**config.mk**
```make
export PLATFORM = sky130hd
export DESIGN_NAME = smbus_master_transfer_sequencer_flat
export DESIGN_NICKNAME = d
export VERILOG_FILES = /design/src/smbseq_pkg.sv /design/src/smbseq_ifs.sv /design/src/smbseq_wbuf.sv /design/src/smbseq_step.sv /design/src/smbus_master_transfer_sequencer.sv /design/src/flat_wrapper.sv
export SDC_FILE = /design/constraint.sdc
export NUM_CORES = 1
export LEC_CHECK = 0
export BUFFER_PORTS_ARGS = -buffer_cell sky130_fd_sc_hd__buf_2
export CORE_ASPECT_RATIO = 1.75
export CORE_UTILIZATION = 55
export CTS_CLUSTER_SIZE = 14
export DETAILED_ROUTE_END_ITERATION = 8
export GPL_TIMING_DRIVEN = 0
export PLACE_DENSITY = 0.75
export SLEW_MARGIN = 20
export SYNTH_ARGS = -nofsm -noshare
export SYNTH_HDL_FRONTEND = slang
export SYNTH_SLANG_ARGS = --single-unit
```
**constraint.sdc**
```tcl
create_clock -name clk -period 5.95 [get_ports clk]
set_input_delay 0.2975 -clock clk [delete_from_list [all_inputs] [get_ports clk]]
set_output_delay 0.2975 -clock clk [all_outputs]
set_load 0.01 [all_outputs]
```
**src/smbseq_pkg.sv**
```systemverilog
`default_nettype none

package smbseq_pkg;

    // buffer and counter sizing
    localparam int TX_DEPTH = 16;
    localparam int RX_DEPTH = 16;
    localparam int TX_AW    = $clog2(TX_DEPTH);
    localparam int CNT_W    = 5;

    localparam logic [CNT_W-1:0] TX_DEPTH_C = CNT_W'(TX_DEPTH);
    localparam logic [CNT_W-1:0] RX_DEPTH_C = CNT_W'(RX_DEPTH);
    localparam logic [CNT_W-1:0] CNT_ONE    = CNT_W'(1);

    localparam logic [7:0] ADDR_MASK = 8'hFE;

    // op codes
    localparam logic [2:0] OP_LOAD        = 3'd0;
    localparam logic [2:0] OP_START_WRITE = 3'd1;
    localparam logic [2:0] OP_START_READ  = 3'd2;
    localparam logic [2:0] OP_STATUS      = 3'd3;
    localparam logic [2:0] OP_TIMEOUT     = 3'd4;

    // bus status kinds
    localparam logic [1:0] ST_START_SENT = 2'd0;
    localparam logic [1:0] ST_BYTE_SENT  = 2'd1;
    localparam logic [1:0] ST_BYTE_RECV  = 2'd2;
    localparam logic [1:0] ST_OTHER      = 2'd3;

    typedef struct packed {
        logic [2:0] op;
        logic [3:0] tx_index;
        logic [7:0] tx_byte;
        logic [7:0] slave_address;
        logic [4:0] read_count;
        logic [1:0] status_kind;
        logic       ack_in;
        logic       arb_lost;
        logic [7:0] rx_byte;
    } cmd_item_t;

    typedef struct packed {
        logic        tx_valid;
        logic [7:0]  tx_data;
        logic        start_cmd;
        logic        stop_cmd;
        logic        ack_out;
        logic        bus_reset;
        logic        rx_valid;
        logic [3:0]  rx_index;
        logic [7:0]  rx_data;
        logic        busy_res;
        logic        timed_out;
        logic [31:0] error_count;
    } res_item_t;

    typedef struct packed {
        logic             we;
        logic [TX_AW-1:0] waddr;
        logic [7:0]       wdata;
        logic [TX_AW-1:0] raddr;
    } wbuf_ctl_t;

endpackage

`default_nettype wire

```
**src/smbseq_ifs.sv**
```systemverilog
`default_nettype none

interface smbseq_cmd_if;
    logic       valid;
    logic       ready;
    logic [2:0] op;
    logic [3:0] tx_index;
    logic [7:0] tx_byte;
    logic [7:0] slave_address;
    logic [4:0] read_count;
    logic [1:0] status_kind;
    logic       ack_in;
    logic       arb_lost;
    logic [7:0] rx_byte;

    modport source (
        output valid, op, tx_index, tx_byte, slave_address, read_count,
               status_kind, ack_in, arb_lost, rx_byte,
        input  ready
    );
    modport sink (
        input  valid, op, tx_index, tx_byte, slave_address, read_count,
               status_kind, ack_in, arb_lost, rx_byte,
        output ready
    );
endinterface

interface smbseq_res_if;
    logic        valid;
    logic        ready;
    logic        tx_valid;
    logic [7:0]  tx_data;
    logic        start_cmd;
    logic        stop_cmd;
    logic        ack_out;
    logic        bus_reset;
    logic        rx_valid;
    logic [3:0]  rx_index;
    logic [7:0]  rx_data;
    logic        busy_res;
    logic        timed_out;
    logic [31:0] error_count;

    modport source (
        output valid, tx_valid, tx_data, start_cmd, stop_cmd, ack_out, bus_reset,
               rx_valid, rx_index, rx_data, busy_res, timed_out, error_count,
        input  ready
    );
    modport sink (
        input  valid, tx_valid, tx_data, start_cmd, stop_cmd, ack_out, bus_reset,
               rx_valid, rx_index, rx_data, busy_res, timed_out, error_count,
        output ready
    );
endinterface

`default_nettype wire

```
**src/smbseq_wbuf.sv**
```systemverilog
`default_nettype none

module smbseq_wbuf #(
    parameter int WIDTH = 8,
    parameter int DEPTH = 16
)
(
    input  wire logic                     clk,
    input  wire logic                     we,
    input  wire logic [$clog2(DEPTH)-1:0] waddr,
    input  wire logic [WIDTH-1:0]         wdata,
    input  wire logic [$clog2(DEPTH)-1:0] raddr,
    output logic [WIDTH-1:0]              rdata
);

    // simple RAM, registered read-first port, contents undefined until written
    logic [WIDTH-1:0] mem_reg [DEPTH];
    logic [WIDTH-1:0] rdata_reg;

    always_ff @(posedge clk)
    begin
        if (we)
        begin
            mem_reg[waddr] <= wdata;
        end
        rdata_reg <= mem_reg[raddr];
    end

    assign rdata = rdata_reg;

endmodule

`default_nettype wire

```
**src/smbseq_step.sv**
```systemverilog
`default_nettype none

module smbseq_step
    import smbseq_pkg::*;
(
    input  wire logic             clk,
    input  wire logic             rst_n,
    input  wire logic             fire,
    input  wire cmd_item_t        item,
    input  wire logic [CNT_W-1:0] write_length,
    input  wire logic [7:0]       buf_rdata,
    output wbuf_ctl_t             buf_ctl,
    output res_item_t             result
);

    logic             read_dir_reg,   read_dir_next;
    logic             busy_reg,       busy_next;
    logic             timeout_reg,    timeout_next;
    logic [CNT_W-1:0] sent_cnt_reg,   sent_cnt_next;
    logic [CNT_W-1:0] recv_cnt_reg,   recv_cnt_next;
    logic [CNT_W-1:0] req_bytes_reg,  req_bytes_next;
    logic [7:0]       target_reg,     target_next;
    logic [31:0]      errors_reg,     errors_next;

    // load to the slot being fetched, which the read-first RAM would not return
    logic             byp_hit_reg,    byp_hit_next;
    logic [7:0]       byp_data_reg;
    logic [7:0]       wbuf_data;

    logic [CNT_W-1:0] len;
    logic [CNT_W-1:0] sent_idx;
    logic [CNT_W-1:0] recv_idx;
    logic             fail;

    always_comb
    begin
        len      = (write_length > TX_DEPTH_C) ? TX_DEPTH_C : write_length;
        // fetch the slot the next item will see, RAM read is registered
        sent_idx = (fire ? sent_cnt_next : sent_cnt_reg) - CNT_ONE;
        recv_idx = recv_cnt_reg - CNT_ONE;
    end

    always_comb
    begin
        buf_ctl.we    = fire && (item.op == OP_LOAD) && (32'(item.tx_index) < TX_DEPTH);
        buf_ctl.waddr = TX_AW'(item.tx_index);
        buf_ctl.wdata = item.tx_byte;
        buf_ctl.raddr = sent_idx[TX_AW-1:0];
    end

    always_comb
    begin
        byp_hit_next = buf_ctl.we && (buf_ctl.waddr == buf_ctl.raddr);
        wbuf_data    = byp_hit_reg ? byp_data_reg : buf_rdata;
    end

    always_comb
    begin
        read_dir_next  = read_dir_reg;
        busy_next      = busy_reg;
        timeout_next   = timeout_reg;
        sent_cnt_next  = sent_cnt_reg;
        recv_cnt_next  = recv_cnt_reg;
        req_bytes_next = req_bytes_reg;
        target_next    = target_reg;
        errors_next    = errors_reg;
        fail           = 1'b0;

        result = '0;

        case (item.op)
            OP_START_WRITE, OP_START_READ:
            begin
                if (!busy_reg)
                begin
                    busy_next        = 1'b1;
                    read_dir_next    = (item.op == OP_START_READ);
                    target_next      = item.slave_address;
                    timeout_next     = 1'b0;
                    result.start_cmd = 1'b1;
                    if (item.op == OP_START_READ)
                    begin
                        if (item.read_count == '0)
                            req_bytes_next = CNT_ONE;
                        else if (item.read_count > RX_DEPTH_C)
                            req_bytes_next = RX_DEPTH_C;
                        else
                            req_bytes_next = item.read_count;
                    end
                end
            end
            OP_STATUS:
            begin
                if (item.arb_lost || item.status_kind == ST_OTHER)
                begin
                    fail = 1'b1;
                end
                else if (item.status_kind == ST_START_SENT)
                begin
                    result.tx_valid = 1'b1;
                    result.tx_data  = (target_reg & ADDR_MASK) | {7'd0, read_dir_reg};
                    sent_cnt_next   = CNT_ONE;
                    recv_cnt_next   = CNT_ONE;
                end
                else if (item.status_kind == ST_BYTE_SENT)
                begin
                    if (item.ack_in)
                    begin
                        if (!read_dir_reg)
                        begin
                            if (sent_cnt_reg >= CNT_ONE && sent_cnt_reg <= len)
                            begin
                                result.tx_valid = 1'b1;
                                result.tx_data  = wbuf_data;
                                sent_cnt_next   = sent_cnt_reg + CNT_ONE;
                            end
                            else
                            begin
                                result.stop_cmd = 1'b1;
                                busy_next       = 1'b0;
                            end
                        end
                    end
                    else
                    begin
                        // NACK: restart the transfer
                        result.stop_cmd  = 1'b1;
                        result.start_cmd = 1'b1;
                        errors_next      = errors_reg + 32'd1;
                    end
                end
                else
                begin
                    result.rx_valid = 1'b1;
                    result.rx_index = recv_idx[3:0];
                    result.rx_data  = item.rx_byte;
                    if (recv_cnt_reg < req_bytes_reg)
                    begin
                        result.ack_out = 1'b1;
                        recv_cnt_next  = recv_cnt_reg + CNT_ONE;
                    end
                    else
                    begin
                        result.stop_cmd = 1'b1;
                        busy_next       = 1'b0;
                    end
                end

                if (fail)
                begin
                    result.bus_reset = 1'b1;
                    result.start_cmd = 1'b0;
                    result.stop_cmd  = 1'b0;
                    result.ack_out   = 1'b0;
                    busy_next        = 1'b0;
                    errors_next      = errors_reg + 32'd1;
                end
            end
            OP_TIMEOUT:
            begin
                result.bus_reset = 1'b1;
                busy_next        = 1'b0;
                timeout_next     = 1'b1;
            end
            default:
            begin
                // loads and unused codes leave the sequencer state alone
            end
        endcase

        result.busy_res    = busy_next;
        result.timed_out   = timeout_next;
        result.error_count = errors_next;
    end

    always_ff @(posedge clk or negedge rst_n)
    begin
        if (!rst_n)
        begin
            read_dir_reg  <= 1'b0;
            busy_reg      <= 1'b0;
            timeout_reg   <= 1'b0;
            sent_cnt_reg  <= CNT_ONE;
            recv_cnt_reg  <= CNT_ONE;
            req_bytes_reg <= CNT_ONE;
            target_reg    <= 8'd0;
            errors_reg    <= 32'd0;
        end
        else if (fire)
        begin
            read_dir_reg  <= read_dir_next;
            busy_reg      <= busy_next;
            timeout_reg   <= timeout_next;
            sent_cnt_reg  <= sent_cnt_next;
            recv_cnt_reg  <= recv_cnt_next;
            req_bytes_reg <= req_bytes_next;
            target_reg    <= target_next;
            errors_reg    <= errors_next;
        end
    end

    always_ff @(posedge clk or negedge rst_n)
    begin
        if (!rst_n)
        begin
            byp_hit_reg  <= 1'b0;
            byp_data_reg <= 8'd0;
        end
        else
        begin
            byp_hit_reg  <= byp_hit_next;
            byp_data_reg <= buf_ctl.wdata;
        end
    end

    a_timeout_frees_bus: assert property (@(posedge clk) disable iff (!rst_n)
        fire && item.op == OP_TIMEOUT |=> timeout_reg && !busy_reg)
        else $error("timeout did not free the bus");

    a_errors_only_on_status: assert property (@(posedge clk) disable iff (!rst_n)
        fire && item.op != OP_STATUS |=> $stable(errors_reg))
        else $error("error count moved outside a status event");

    a_counters_bounded: assert property (@(posedge clk) disable iff (!rst_n)
        sent_cnt_reg <= TX_DEPTH_C + CNT_ONE && recv_cnt_reg <= RX_DEPTH_C)
        else $error("transfer counter out of range");

endmodule

`default_nettype wire

```
**src/smbus_master_transfer_sequencer.sv**
```systemverilog
// Path: a transfer accepted on cmd is held in the input register, then passes
//   through the result register before it shows on res.
// Throughput: one transfer per cycle while res does not stall; one decode/update
//   pass between the input register and the result register sets that figure.
// Reset (rst_n, async, active low): bus idle, counters at one, error count and
//   timeout flag clear, write_length one; the write buffer is not cleared.
`default_nettype none

module smbus_master_transfer_sequencer
    import smbseq_pkg::*;
(
    input  wire logic             clk,
    input  wire logic             rst_n,
    input  wire logic             cfg_we,
    input  wire logic [CNT_W-1:0] cfg_wdata,
    smbseq_cmd_if.sink            cmd,
    smbseq_res_if.source          res
);

    // configuration: data bytes per write transfer
    logic [CNT_W-1:0] wlen_reg;

    // input stage
    logic      s1_valid_reg, s1_valid_next;
    cmd_item_t s1_item_reg;
    cmd_item_t cmd_item;

    // result stage
    logic      res_valid_reg, res_valid_next;
    res_item_t res_item_reg;
    res_item_t step_result;

    logic       adv;        // result stage can take a new item
    logic       fire;       // input stage item is processed this cycle
    wbuf_ctl_t  buf_ctl;
    logic [7:0] buf_rdata;

    always_comb
    begin
        cmd_item.op            = cmd.op;
        cmd_item.tx_index      = cmd.tx_index;
        cmd_item.tx_byte       = cmd.tx_byte;
        cmd_item.slave_address = cmd.slave_address;
        cmd_item.read_count    = cmd.read_count;
        cmd_item.status_kind   = cmd.status_kind;
        cmd_item.ack_in        = cmd.ack_in;
        cmd_item.arb_lost      = cmd.arb_lost;
        cmd_item.rx_byte       = cmd.rx_byte;
    end

    // Two-stage pipe: the input register can still take one transfer while a
    // result waits; state is updated in order as items move to the result.
    assign adv       = !res_valid_reg || res.ready;
    assign fire      = s1_valid_reg && adv;
    assign cmd.ready = !s1_valid_reg || adv;

    always_comb
    begin
        s1_valid_next  = cmd.ready ? cmd.valid : s1_valid_reg;
        res_valid_next = adv ? s1_valid_reg : res_valid_reg;
    end

    always_ff @(posedge clk or negedge rst_n)
    begin
        if (!rst_n)
        begin
            wlen_reg      <= CNT_ONE;
            s1_valid_reg  <= 1'b0;
            res_valid_reg <= 1'b0;
        end
        else
        begin
            if (cfg_we)
            begin
                wlen_reg <= cfg_wdata;
            end
            s1_valid_reg  <= s1_valid_next;
            res_valid_reg <= res_valid_next;
        end
    end

    // payload registers
    always_ff @(posedge clk)
    begin
        if (cmd.valid && cmd.ready)
        begin
            s1_item_reg <= cmd_item;
        end
        if (fire)
        begin
            res_item_reg <= step_result;
        end
    end

    // write buffer; the step logic fetches the slot the next item will use
    smbseq_wbuf #(
        .WIDTH (8),
        .DEPTH (TX_DEPTH)
    ) u_wbuf (
        .clk   (clk),
        .we    (buf_ctl.we),
        .waddr (buf_ctl.waddr),
        .wdata (buf_ctl.wdata),
        .raddr (buf_ctl.raddr),
        .rdata (buf_rdata)
    );

    smbseq_step u_step (
        .clk          (clk),
        .rst_n        (rst_n),
        .fire         (fire),
        .item         (s1_item_reg),
        .write_length (wlen_reg),
        .buf_rdata    (buf_rdata),
        .buf_ctl      (buf_ctl),
        .result       (step_result)
    );

    assign res.valid       = res_valid_reg;
    assign res.tx_valid    = res_item_reg.tx_valid;
    assign res.tx_data     = res_item_reg.tx_data;
    assign res.start_cmd   = res_item_reg.start_cmd;
    assign res.stop_cmd    = res_item_reg.stop_cmd;
    assign res.ack_out     = res_item_reg.ack_out;
    assign res.bus_reset   = res_item_reg.bus_reset;
    assign res.rx_valid    = res_item_reg.rx_valid;
    assign res.rx_index    = res_item_reg.rx_index;
    assign res.rx_data     = res_item_reg.rx_data;
    assign res.busy_res    = res_item_reg.busy_res;
    assign res.timed_out   = res_item_reg.timed_out;
    assign res.error_count = res_item_reg.error_count;

    // a bus reset always leaves the bus free
    a_reset_frees_bus: assert property (@(posedge clk) disable iff (!rst_n)
        res.valid && res.bus_reset |-> !res.busy_res)
        else $error("bus reset with bus still busy");

    // a plain START only comes from an accepted start, which claims the bus
    a_start_claims_bus: assert property (@(posedge clk) disable iff (!rst_n)
        res.valid && res.start_cmd && !res.stop_cmd |-> res.busy_res)
        else $error("START issued without claiming the bus");

    // never send and receive in the same transfer
    a_tx_rx_exclusive: assert property (@(posedge clk) disable iff (!rst_n)
        res.valid |-> !(res.tx_valid && res.rx_valid))
        else $error("send and receive in one result");

endmodule

`default_nettype wire

```
**src/flat_wrapper.sv**
```systemverilog
// flat-port wrapper written by rule: the top's interface ports become plain ports
module smbus_master_transfer_sequencer_flat import smbseq_pkg::*;
  (clk, rst_n, cfg_we, cfg_wdata, cmd_valid, cmd_op, cmd_tx_index, cmd_tx_byte, cmd_slave_address, cmd_read_count, cmd_status_kind, cmd_ack_in, cmd_arb_lost, cmd_rx_byte, cmd_ready, res_valid, res_tx_valid, res_tx_data, res_start_cmd, res_stop_cmd, res_ack_out, res_bus_reset, res_rx_valid, res_rx_index, res_rx_data, res_busy_res, res_timed_out, res_error_count, res_ready);
  smbseq_cmd_if cmd_i ();
  smbseq_res_if res_i ();
  input  wire logic clk;
  input  wire logic rst_n;
  input  wire logic cfg_we;
  input  wire logic [CNT_W-1:0] cfg_wdata;
  input wire logic [$bits(cmd_i.valid)-1:0] cmd_valid;
  input wire logic [$bits(cmd_i.op)-1:0] cmd_op;
  input wire logic [$bits(cmd_i.tx_index)-1:0] cmd_tx_index;
  input wire logic [$bits(cmd_i.tx_byte)-1:0] cmd_tx_byte;
  input wire logic [$bits(cmd_i.slave_address)-1:0] cmd_slave_address;
  input wire logic [$bits(cmd_i.read_count)-1:0] cmd_read_count;
  input wire logic [$bits(cmd_i.status_kind)-1:0] cmd_status_kind;
  input wire logic [$bits(cmd_i.ack_in)-1:0] cmd_ack_in;
  input wire logic [$bits(cmd_i.arb_lost)-1:0] cmd_arb_lost;
  input wire logic [$bits(cmd_i.rx_byte)-1:0] cmd_rx_byte;
  output wire logic [$bits(cmd_i.ready)-1:0] cmd_ready;
  output wire logic [$bits(res_i.valid)-1:0] res_valid;
  output wire logic [$bits(res_i.tx_valid)-1:0] res_tx_valid;
  output wire logic [$bits(res_i.tx_data)-1:0] res_tx_data;
  output wire logic [$bits(res_i.start_cmd)-1:0] res_start_cmd;
  output wire logic [$bits(res_i.stop_cmd)-1:0] res_stop_cmd;
  output wire logic [$bits(res_i.ack_out)-1:0] res_ack_out;
  output wire logic [$bits(res_i.bus_reset)-1:0] res_bus_reset;
  output wire logic [$bits(res_i.rx_valid)-1:0] res_rx_valid;
  output wire logic [$bits(res_i.rx_index)-1:0] res_rx_index;
  output wire logic [$bits(res_i.rx_data)-1:0] res_rx_data;
  output wire logic [$bits(res_i.busy_res)-1:0] res_busy_res;
  output wire logic [$bits(res_i.timed_out)-1:0] res_timed_out;
  output wire logic [$bits(res_i.error_count)-1:0] res_error_count;
  input wire logic [$bits(res_i.ready)-1:0] res_ready;
  assign cmd_i.valid = cmd_valid;
  assign cmd_i.op = cmd_op;
  assign cmd_i.tx_index = cmd_tx_index;
  assign cmd_i.tx_byte = cmd_tx_byte;
  assign cmd_i.slave_address = cmd_slave_address;
  assign cmd_i.read_count = cmd_read_count;
  assign cmd_i.status_kind = cmd_status_kind;
  assign cmd_i.ack_in = cmd_ack_in;
  assign cmd_i.arb_lost = cmd_arb_lost;
  assign cmd_i.rx_byte = cmd_rx_byte;
  assign cmd_ready = cmd_i.ready;
  assign res_valid = res_i.valid;
  assign res_tx_valid = res_i.tx_valid;
  assign res_tx_data = res_i.tx_data;
  assign res_start_cmd = res_i.start_cmd;
  assign res_stop_cmd = res_i.stop_cmd;
  assign res_ack_out = res_i.ack_out;
  assign res_bus_reset = res_i.bus_reset;
  assign res_rx_valid = res_i.rx_valid;
  assign res_rx_index = res_i.rx_index;
  assign res_rx_data = res_i.rx_data;
  assign res_busy_res = res_i.busy_res;
  assign res_timed_out = res_i.timed_out;
  assign res_error_count = res_i.error_count;
  assign res_i.ready = res_ready;
  smbus_master_transfer_sequencer u_core (.clk(clk), .rst_n(rst_n), .cfg_we(cfg_we), .cfg_wdata(cfg_wdata), .cmd(cmd_i), .res(res_i));
endmodule
```
## Word level (Yosys, flattened, before mapping)

Memory sizes are Yosys's and may differ from the RTL's. A register that Yosys moved wholly into a read port is not among the register bits.
Index checks and enable logic that the tools add are counted.

| operators by class | value |
|---|---|
| add/sub/neg operators | 5 |
| order comparisons | 5 |
| equal/unequal tests | 8 |
| multiplexer cells | 56 |
| bitwise logic cells | 4 |
| reduce and logical (&&, ||, !) cells | 23 |

Operators with widths:

| operator | number |
|---|---|
| $mux W32 | 6 |
| $mux W5 | 14 |
| $mux W9 | 4 |
| $add A32 B1 Y32 const B | 1 |
| $mux W1 | 22 |
| $mux W13 | 1 |
| $add A5 B1 Y5 const B | 2 |
| $gt A5 B5 Y1 const B | 2 |
| $mux W10 | 1 |
| $mux W8 | 1 |
| $or A8 B1 Y8 | 1 |
| $reduce_or A4 Y1 | 2 |
| $sub A4 B1 Y4 const B | 2 |
| $eq A3 B2 Y1 const B | 2 |
| $mux W3 | 2 |
| $pmux W1 S2 | 3 |
| $ge A5 B1 Y1 const B | 1 |
| $le A5 B5 Y1 | 1 |
| $logic_and A1 B1 Y1 | 5 |
| $logic_not A5 Y1 | 1 |
| $lt A5 B5 Y1 | 1 |
| $reduce_and A5 Y1 | 1 |
| $reduce_or A5 Y1 | 1 |
| $eq A4 B4 Y1 | 1 |
| other kinds (17) | 23 |

| word-level totals | value |
|---|---|
| register bits after elaboration | 174 |
| memory bits (writable) | 128 |
| output and inout bits | 62 |
| logic and storage cells | 136 |
| memories | 1 |

Memories:

| name | depth | bits a word | read ports | clocked after memory_dff | write ports | line | text |
|---|---|---|---|---|---|---|---|
| u_core.u_wbuf.mem_reg | 16 | 8 | 1 | 1 | 1 | smbseq_wbuf.sv:17 | `logic [WIDTH-1:0] mem_reg [DEPTH];` |

## Depth between registers and ports, before layout

Gate-level depths: netlist of the first run.

| logic depth | value |
|---|---|
| depth in word-level cells | 15 |
| gate-level depth with buffers | 16 |

## Cells and area by module

A second synthesis of the first run with hierarchy kept.

| unflattened totals | value |
|---|---|
| cells, all modules | 813 |
| area, all modules | 12723.5 µm² |

By module, submodules not included:

| module | times used | cells each | area each (µm²) |
|---|---|---|---|
| smbseq_wbuf | 1 | 229 | 5147.4 |
| smbseq_step | 1 | 466 | 4301.6 |
| smbus_master_transfer_sequencer | 1 | 118 | 3274.4 |

## Worst setup path after synthesis of the first run

OpenSTA, ideal clock, no wires.

| timing | value |
|---|---|
| kind | reg-to-reg |
| from | register u_core.wlen_reg[4] |
| to | register u_core.u_wbuf.rdata_reg[0] (netlist: u_core.u_wbuf.rdata[0]), read port of u_core.u_wbuf.mem_reg |
| library setup time | 0.134 ns |
| arrival | 3.706 ns |
| required time | 5.816 ns |
| setup slack | 2.110 ns |
| cell stages (with the launch flop) | 14 |
| buffers on the path | 2 |
| period minus slack after synthesis | 3.840 ns |
| cell sequence | dfrtp_1 > inv_1 > nand2_1 > ha_1 > a21oi_1 > nor2_1 > o22ai_1 > nand3_1 > mux2_2 > buf_6 > buf_6 > ha_1 > xnor2_1 > mux4_2 |

| on the way | value |
|---|---|
| cells in the longest elaborated chain, start to end | 13 |

Ends and longest elaborated chain:

| what | line | text |
|---|---|---|
| start, declared | smbus_master_transfer_sequencer.sv:21 | `logic [CNT_W-1:0] wlen_reg;` |
| start signal, assigned | smbus_master_transfer_sequencer.sv:75 | `wlen_reg <= cfg_wdata;` |
| $gt A5 B5 Y1 | smbseq_step.sv:37 | `len = (write_length > TX_DEPTH_C) ? TX_DEPTH_C : write_length;` |
| $mux W5 * | smbseq_step.sv:37 |  |
| $le A5 B5 Y1 * | smbseq_step.sv:111 | `if (sent_cnt_reg >= CNT_ONE && sent_cnt_reg <= len)` |
| $logic_and A1 B1 Y1 * | smbseq_step.sv:111 |  |
| $mux W5 * | smbseq_step.sv:111 |  |
| $mux W5 * | smbseq_step.sv:109 | `if (!read_dir_reg)` |
| $mux W5 * | smbseq_step.sv:107 | `if (item.ack_in)` |
| $mux W5 * | smbseq_step.sv:105 | `else if (item.status_kind == ST_BYTE_SENT)` |
| $mux W5 * | smbseq_step.sv:98 | `else if (item.status_kind == ST_START_SENT)` |
| $mux W5 * | smbseq_step.sv:94 | `if (item.arb_lost \|\| item.status_kind == ST_OTHER)` |
| $mux W5 * | smbseq_step.sv:71 | `case (item.op)` |
| $mux W5 * | - |  |
| $sub A4 B1 Y4 * | smbseq_step.sv:39 | `sent_idx = (fire ? sent_cnt_next : sent_cnt_reg) - CNT_ONE;` |
| end, declared | smbseq_wbuf.sv:18 | `logic [WIDTH-1:0] rdata_reg;` |

Mark *: on every way between the ends. The rest lies on a longest branch, timed or not.
A chain may end at the register's enable or synchronous reset.

## Worst setup path after layout of the first run

| timing | value |
|---|---|
| from | register u_core.wlen_reg[4] |
| to | register u_core.u_wbuf.rdata_reg[2] (netlist: u_core.u_wbuf.rdata[2]), read port of u_core.u_wbuf.mem_reg |

Same word-level chain as after synthesis.

==> results of run 1 <==
[worst paths after layout]
check | end | slack (ns) | depth (start not counted)
max | u_core.u_wbuf.rdata[2] | 1.24 | 15
min | u_core.wlen_reg[1] | 0.009 | 2
max reg2reg | u_core.u_wbuf.rdata[2] | 1.24 | 15
min reg2reg | u_core.u_step.req_bytes_reg[0] | 0.48 | 2
max in group asynchronous | u_core.wlen_reg[0] | 5.10 | 3
min in group asynchronous | u_core.u_step.byp_data_reg[6] | 0.23 | 2
[critical path, stage by stage, from the launching register on]
cell	delay, ns
dfrtp_1	0.37
inv_1	0.14
nand2_1	0.08
ha_1	0.29
a21oi_1	0.16
nor2_1	0.06
o22ai_1	0.44
nand3_1	0.27
mux2_2	0.34
buf_6	0.15
buf_6	0.16
ha_1	0.29
clkbuf_1	0.29
clkbuf_1	0.58
mux4_2	0.47
mux4_2	0.48
[cells by family (layout without fill, tap and decap cells)]
| kind of cell | count (synthesis) | in the layout | share of synthesized area [%] |
|---|---|---|---|
| buffers and inverters | 44 | 253 | 1.58 |
| and+or+nand+nor | 211 | 211 | 8.50 |
| DFF | 308 | 308 | 71.2 |
| xor gates and xnor gates | 76 | 76 | 5.44 |
| AOI/OAI and AO/OA | 48 | 48 | 2.35 |
| muxes | 64 | 64 | 9.37 |
| adders and majority gates | 16 | 16 | 1.60 |
[power by group]
group | switching, uW | internal [uW] | leakage, uW
Sequential | 86.9 | 2460 | 0.00314
Combinational | 309 | 309 | 0.00210
Clock | 737 | 1050 | 0.000440
[cell usage after synthesis (2+ instances only)]
cell / number / area [sq um]
mux4_2: 40 / 901
nor2b_1: 2 / 12.5
nand3_1: 22 / 110
and2_1: 14 / 87.6
nor3b_1: 2 / 15.0
mux2_2: 15 / 169
mux2i_1: 9 / 90.1
inv_1: 17 / 63.8
buf_1: 3 / 11.3
ha_1: 15 / 188
nand3b_1: 5 / 37.5
a21oi_1: 9 / 45.0
buf_2: 3 / 15.0
o211ai_1: 2 / 15.0
nand2b_1: 11 / 68.8
o21a_1: 3 / 22.5
edfxtp_1: 227 / 6820
buf_4: 3 / 22.5
a21o_1: 5 / 37.5
and4_1: 2 / 17.5
and3_1: 10 / 62.6
o21ai_0: 21 / 105
nor2_1: 55 / 206
clkbuf_1: 16 / 60.1
or3_1: 3 / 18.8
dfrtp_1: 69 / 1730
nor3_1: 10 / 50.1
nand2_1: 54 / 203
buf_6: 2 / 22.5
o31ai_1: 2 / 15.0
xnor2_1: 39 / 342
dfstp_2: 4 / 105
xor2_1: 36 / 315
dfxtp_1: 8 / 160
nand4_1: 12 / 75.1
[placed cells by master (no fill, tap or decap), types with 4 or more instances in the layout]
| master | n |
|---|---|
| inv_1 | 17 |
| dlygate4sd3_1 | 44 |
| and2_1 | 13 |
| nand3b_1 | 5 |
| a21oi_1 | 9 |
| xor2_1 | 36 |
| clkbuf_1 | 26 |
| mux2_2 | 15 |
| a21o_1 | 5 |
| clkinv_1 | 4 |
| mux2i_1 | 9 |
| xnor2_1 | 38 |
| clkbuf_16 | 29 |
| buf_4 | 4 |
| dfrtp_1 | 69 |
| mux4_2 | 40 |
| o21ai_0 | 21 |
| nand2b_1 | 11 |
| nand4_1 | 12 |
| and3_1 | 10 |
| nor3_2 | 4 |
| edfxtp_1 | 227 |
| nand3_1 | 22 |
| dfstp_2 | 4 |
| buf_2 | 113 |
| ha_1 | 15 |
| nor2_1 | 55 |
| dfxtp_1 | 8 |
| nand2_1 | 54 |
| nor3_1 | 6 |
[layout make-up]
type | instances | area (sq um)
flip-flops and latches | 308 | 8810
fillers | 1532 | 7290
multi-input cells | 415 | 3410
repair buffers | 158 | 1090
clock buffers | 41 | 791
well taps | 296 | 370
plain buffers | 27 | 133
clock inverters | 10 | 123
inverters | 17 | 63.8
[timing repair]
action | CTS | global route
endpoints found under the hold margin | 68 | 0
hold buffers | 44 | 0
endpoints found under the setup margin | 0 | 0
[metal layers]
| layer | up-vias | global-route usage [%] | routed length (microns) |
|---|---|---|---|
| met5 | - | 0 | 0 |
| li1 | 3211 | - | - |
| met3 | 55 | 2.57 | 870 |
| met4 | 0 | 9.83 | 1070 |
| met2 | 191 | 41.7 | 13700 |
| met1 | 3359 | 22.1 | 8300 |
[through the flow]
step / setup WS (ns) / instance area (sq um) / total power, uW
after floorplan: 2.11 / 12400 / 2970
after global placement: 1.21 / 13300 / 3160
after detailed placement: 1.20 / 13400 / 3190
after CTS: 1.18 / 14800 / 4980
after global routing: 0.996 / 14800 / 5120
final: 1.24 / 14800 / 4950
==> out/metrics.cfg, run 1 <==
[critical_path]
crit_path_start_kind=flip-flop
required_ns=6.35
crit_path_start=u_core.wlen_reg[4]
endpoint_kind=flip-flop
cp_max_fo=10
arrival_ns=5.11
rr_startpoint=u_core.wlen_reg[4]
critical_path_class=flip-flop to flip-flop

[place]
port_buffers=110
gp_congestion=0.840
hpwl_microns=16700
dpl.cell_count=1177

[grt]
antenna_found_initial=0
track_usage_pct=21.5
grt_pass1_vias=7049
grt-ovfl-total=0
grt_max_degree=49
grt_pass1_wl_microns=37000

[clock_network]
clockBufferDepth=3
cts_root_buffer=clkbuf_16
insertion_delay_ns=0.54
cts_sinks=308
tritoncts=built
cts_buffers=28
cts_resized=0
postCtsSetupRepairBufs=0
path_clk_slew_ns=0.06
htree_levels=1

[cells_and_area]
diodes=0
area_growth_pct=19.5
largest_reg_flops=128
postLayoutCoreUtil_pct=67.0
final_cells=1272
layout-drive-gt1-share_pct=23.9
final_nets=1020

[floorplanning]
die_area_sq_um=23100
die_h_microns=200
die_w_microns=115
start_util_pct=56.1
num_rows=72
ios=112
core_area_sq_um=22100

[detailed_routing]
firstDrtPassIters=4
viasPerCell=5.36
ant_nets=0
drt-wirelength-per-cell_microns=18.8
wirelength_microns=23900
drt_first_iter_violations=435
via_count=6816
drc=0

[synthesis]
seq_area_frac_synth_pct=71.2
netlist_area_sq_um=12400
ys_types=52
avgSynthCellArea_sq_um=16.1
dominantRegCellSynth=edfxtp_1
syn-num-nets=832
syn_inst=767
synth_edf_count=227
async_reset_ff_share_pct=23.7
ys_ff_latch=308
ys_warn_count=0

[power]
leakagePower_uw=0.00567
powerDensity_nw_per_um2=335
ir_worst_vdd_mv=0.288

[timing]
hold_viol_final=0
period_minus_slack_ns=4.71
slew_headroom_pct=42.5
fin_skew_ns=0.0128
worst_pin_slew_ns=0.859
whs_ns=0.00898
drv_slew=0
setup_viol=0
clock.fmax_mhz=212
tns_ns=0
period_share_pct=79.1
grt_setup_unrepaired=no

[status]
status=completed

[min_path]
min_from=cfg_wdata[1]
hold_path_class=input port to flip-flop

[flow_run]
maxCapViolations=0

(Power assumes the default switching activity.)
==> run 2, diff against run 1 <==
==> constraint.sdc (replaced) <==
create_clock -name clk -period 4.7 [get_ports clk]
set_input_delay 0.235 -clock clk [delete_from_list [all_inputs] [get_ports clk]]
set_output_delay 0.235 -clock clk [all_outputs]
set_load 0.01 [all_outputs]
==> out/metrics.cfg, run 2 (synthesis results as in run 1) <==
[grt]
track_usage_pct=21.6
grt_max_degree=49
grtUsageMet3_pct=2.57
met2_usage_pct=41.9
grt-ovfl-total=0
top_usage_layer=met2
antenna_found_initial=0
grt_use_met1_pct=22.2
grt_pass1_wl_microns=37200
grt_pass1_vias=7093

[cells_and_area]
largest_reg_flops=128
seqCellArea_sq_um=8810
diodes=0
final_nets=1024
postLayoutCoreUtil_pct=67.2
multi_input_area_sq_um=3410
final_cell_mix=227 x edfxtp_1, 113 x buf_2, 69 x dfrtp_1, 55 x nor2_1, 54 x nand2_1
layout-drive-gt1-share_pct=24.2
final.fill_count=1524
area_growth_pct=19.9
layout_commonest_cell=edfxtp_1
final_cells=1276

[timing]
slew_headroom_pct=43.4
setup_viol=0
worst_pin_slew_ns=0.847
period_share_pct=91.3
period_minus_slack_ns=4.29
hold_viol_final=0
fin_skew_ns=0.0106
drv_slew=0
clock.fmax_mhz=233
setup_ws_ns=0.410
grt_setup_unrepaired=no

[critical_path]
crit_path_start_kind=flip-flop
endpoint_kind=flip-flop
critical_path_class=flip-flop to flip-flop
cp_max_fo=10
cp_cell_sequence=inv_1 > nand2_1 > ha_1 > nand4_1 > o21ai_0 > o22ai_2 > nand3_1 > mux2_2 > buf_6 > buf_6 > ha_1 > clkbuf_1 > clkbuf_2 > mux4_2 > mux4_2
cpPeakStageDelay_ns=0.48
slowest_stage=mux4_2
required_ns=5.10
arrival_ns=4.69

[clock_network]
cts_buffers=28
htree_levels=1
postCtsSetupRepairBufs=0
insertion_delay_ns=0.54
path_clk_slew_ns=0.06
tritoncts=built
cts_root_buffer=clkbuf_16
clockBufferDepth=3
cts_sinks=308

[floorplanning]
start_util_pct=56.1
num_rows=72
core_area_sq_um=22100
die_w_microns=115
die_area_sq_um=23100
ios=112
die_h_microns=200

[status]
status=completed

[power]
ir_worst_vdd_mv=0.365
leakagePower_uw=0.00570
powerDensity_nw_per_um2=423

[detailed_routing]
drt_first_iter_violations=357
firstDrtPassIters=4
drt-wirelength-per-cell_microns=18.8
viasPerCell=5.34
ant_nets=0
wirelength_microns=23900
drc=0
via_count=6818

[flow_run]
maxCapViolations=0

[place]
dpl_worst_slack_ns=-0.0465
dpl.cell_count=1177
hpwl_microns=16700
gp_congestion=0.840
port_buffers=110

[min_path]
hold_path_class=input port to flip-flop

run 2: report_power, final:
| part | switching [uW] | internal, uW | leakage [uW] | total (uW) |
|---|---|---|---|---|
| clock | 931 | 1330 | 0.000440 | 2260 |
| combinational | 393 | 395 | 0.00213 | 787 |
| sequential | 110 | 3120 | 0.00314 | 3230 |
run 2: timing repair:
item,4_1_cts,5_1_grt
endpoints found under the hold margin,116,0
hold buffers,48,0
gates resized for setup,3,1
pin swaps,0,0
setup endpoints to repair,6,4
run 2: final cells by class:
type,count,area share [%]
plain buffers,27,0.919
flip-flops and latches,308,59.4
repair buffers,162,7.61
clock buffers,41,5.33
well taps,296,2.50
clock inverters,10,0.827
multi-input cells,415,23.0
inverters,17,0.430
run 2: worst max-delay path, delay by kind of cell, from the launching register on:
family / cells / cell delay [ns]
flops: 1 / 0.37
fa+ha+maj: 2 / 0.58
simple gates: 3 / 0.42
mux: 3 / 1.27
buf+inv: 5 / 1.13
compound gates: 2 / 0.37
run 2: worst paths after layout:
kind                                                 from                             end  slack (ns)  cells past startpoint
min in group asynchronous                           rst_n   u_core.u_step.byp_data_reg[6]        0.17                      2
hold / removal                                     cfg_we              u_core.wlen_reg[3]        0.04                      2
setup reg to reg                       u_core.wlen_reg[4]          u_core.u_wbuf.rdata[2]        0.41                     15
max in group asynchronous                           rst_n              u_core.wlen_reg[0]        3.91                      3
hold reg to reg            u_core.u_step.req_bytes_reg[0]  u_core.u_step.req_bytes_reg[0]        0.48                      2
setup / recovery                       u_core.wlen_reg[4]          u_core.u_wbuf.rdata[2]        0.41                     15
run 2: per-stage QoR:
stage                     hold WS [ns]  total power (uW)  area (sq um)  setup TNS [ns]
after floorplan                -0.0606              3770         12400               0
after global placement           0.412              4000         13300         -0.0786
after detailed placement         0.174              4040         13400          -0.115
after CTS                       0.0335              6310         14800               0
after global routing            0.0449              6490         14800               0
final                           0.0373              6270         14800               0
run 2: per-layer routing:
| metal | routed length, microns | share of wire, % | vias to the layer above |
|---|---|---|---|
| li1 | - | - | 3218 |
| met1 | 8370 | 35 | 3372 |
| met2 | 13700 | 57 | 174 |
| met3 | 766 | 3.2 | 54 |
| met4 | 1070 | 4.5 | 0 |
| met5 | 0 | 0 | - |
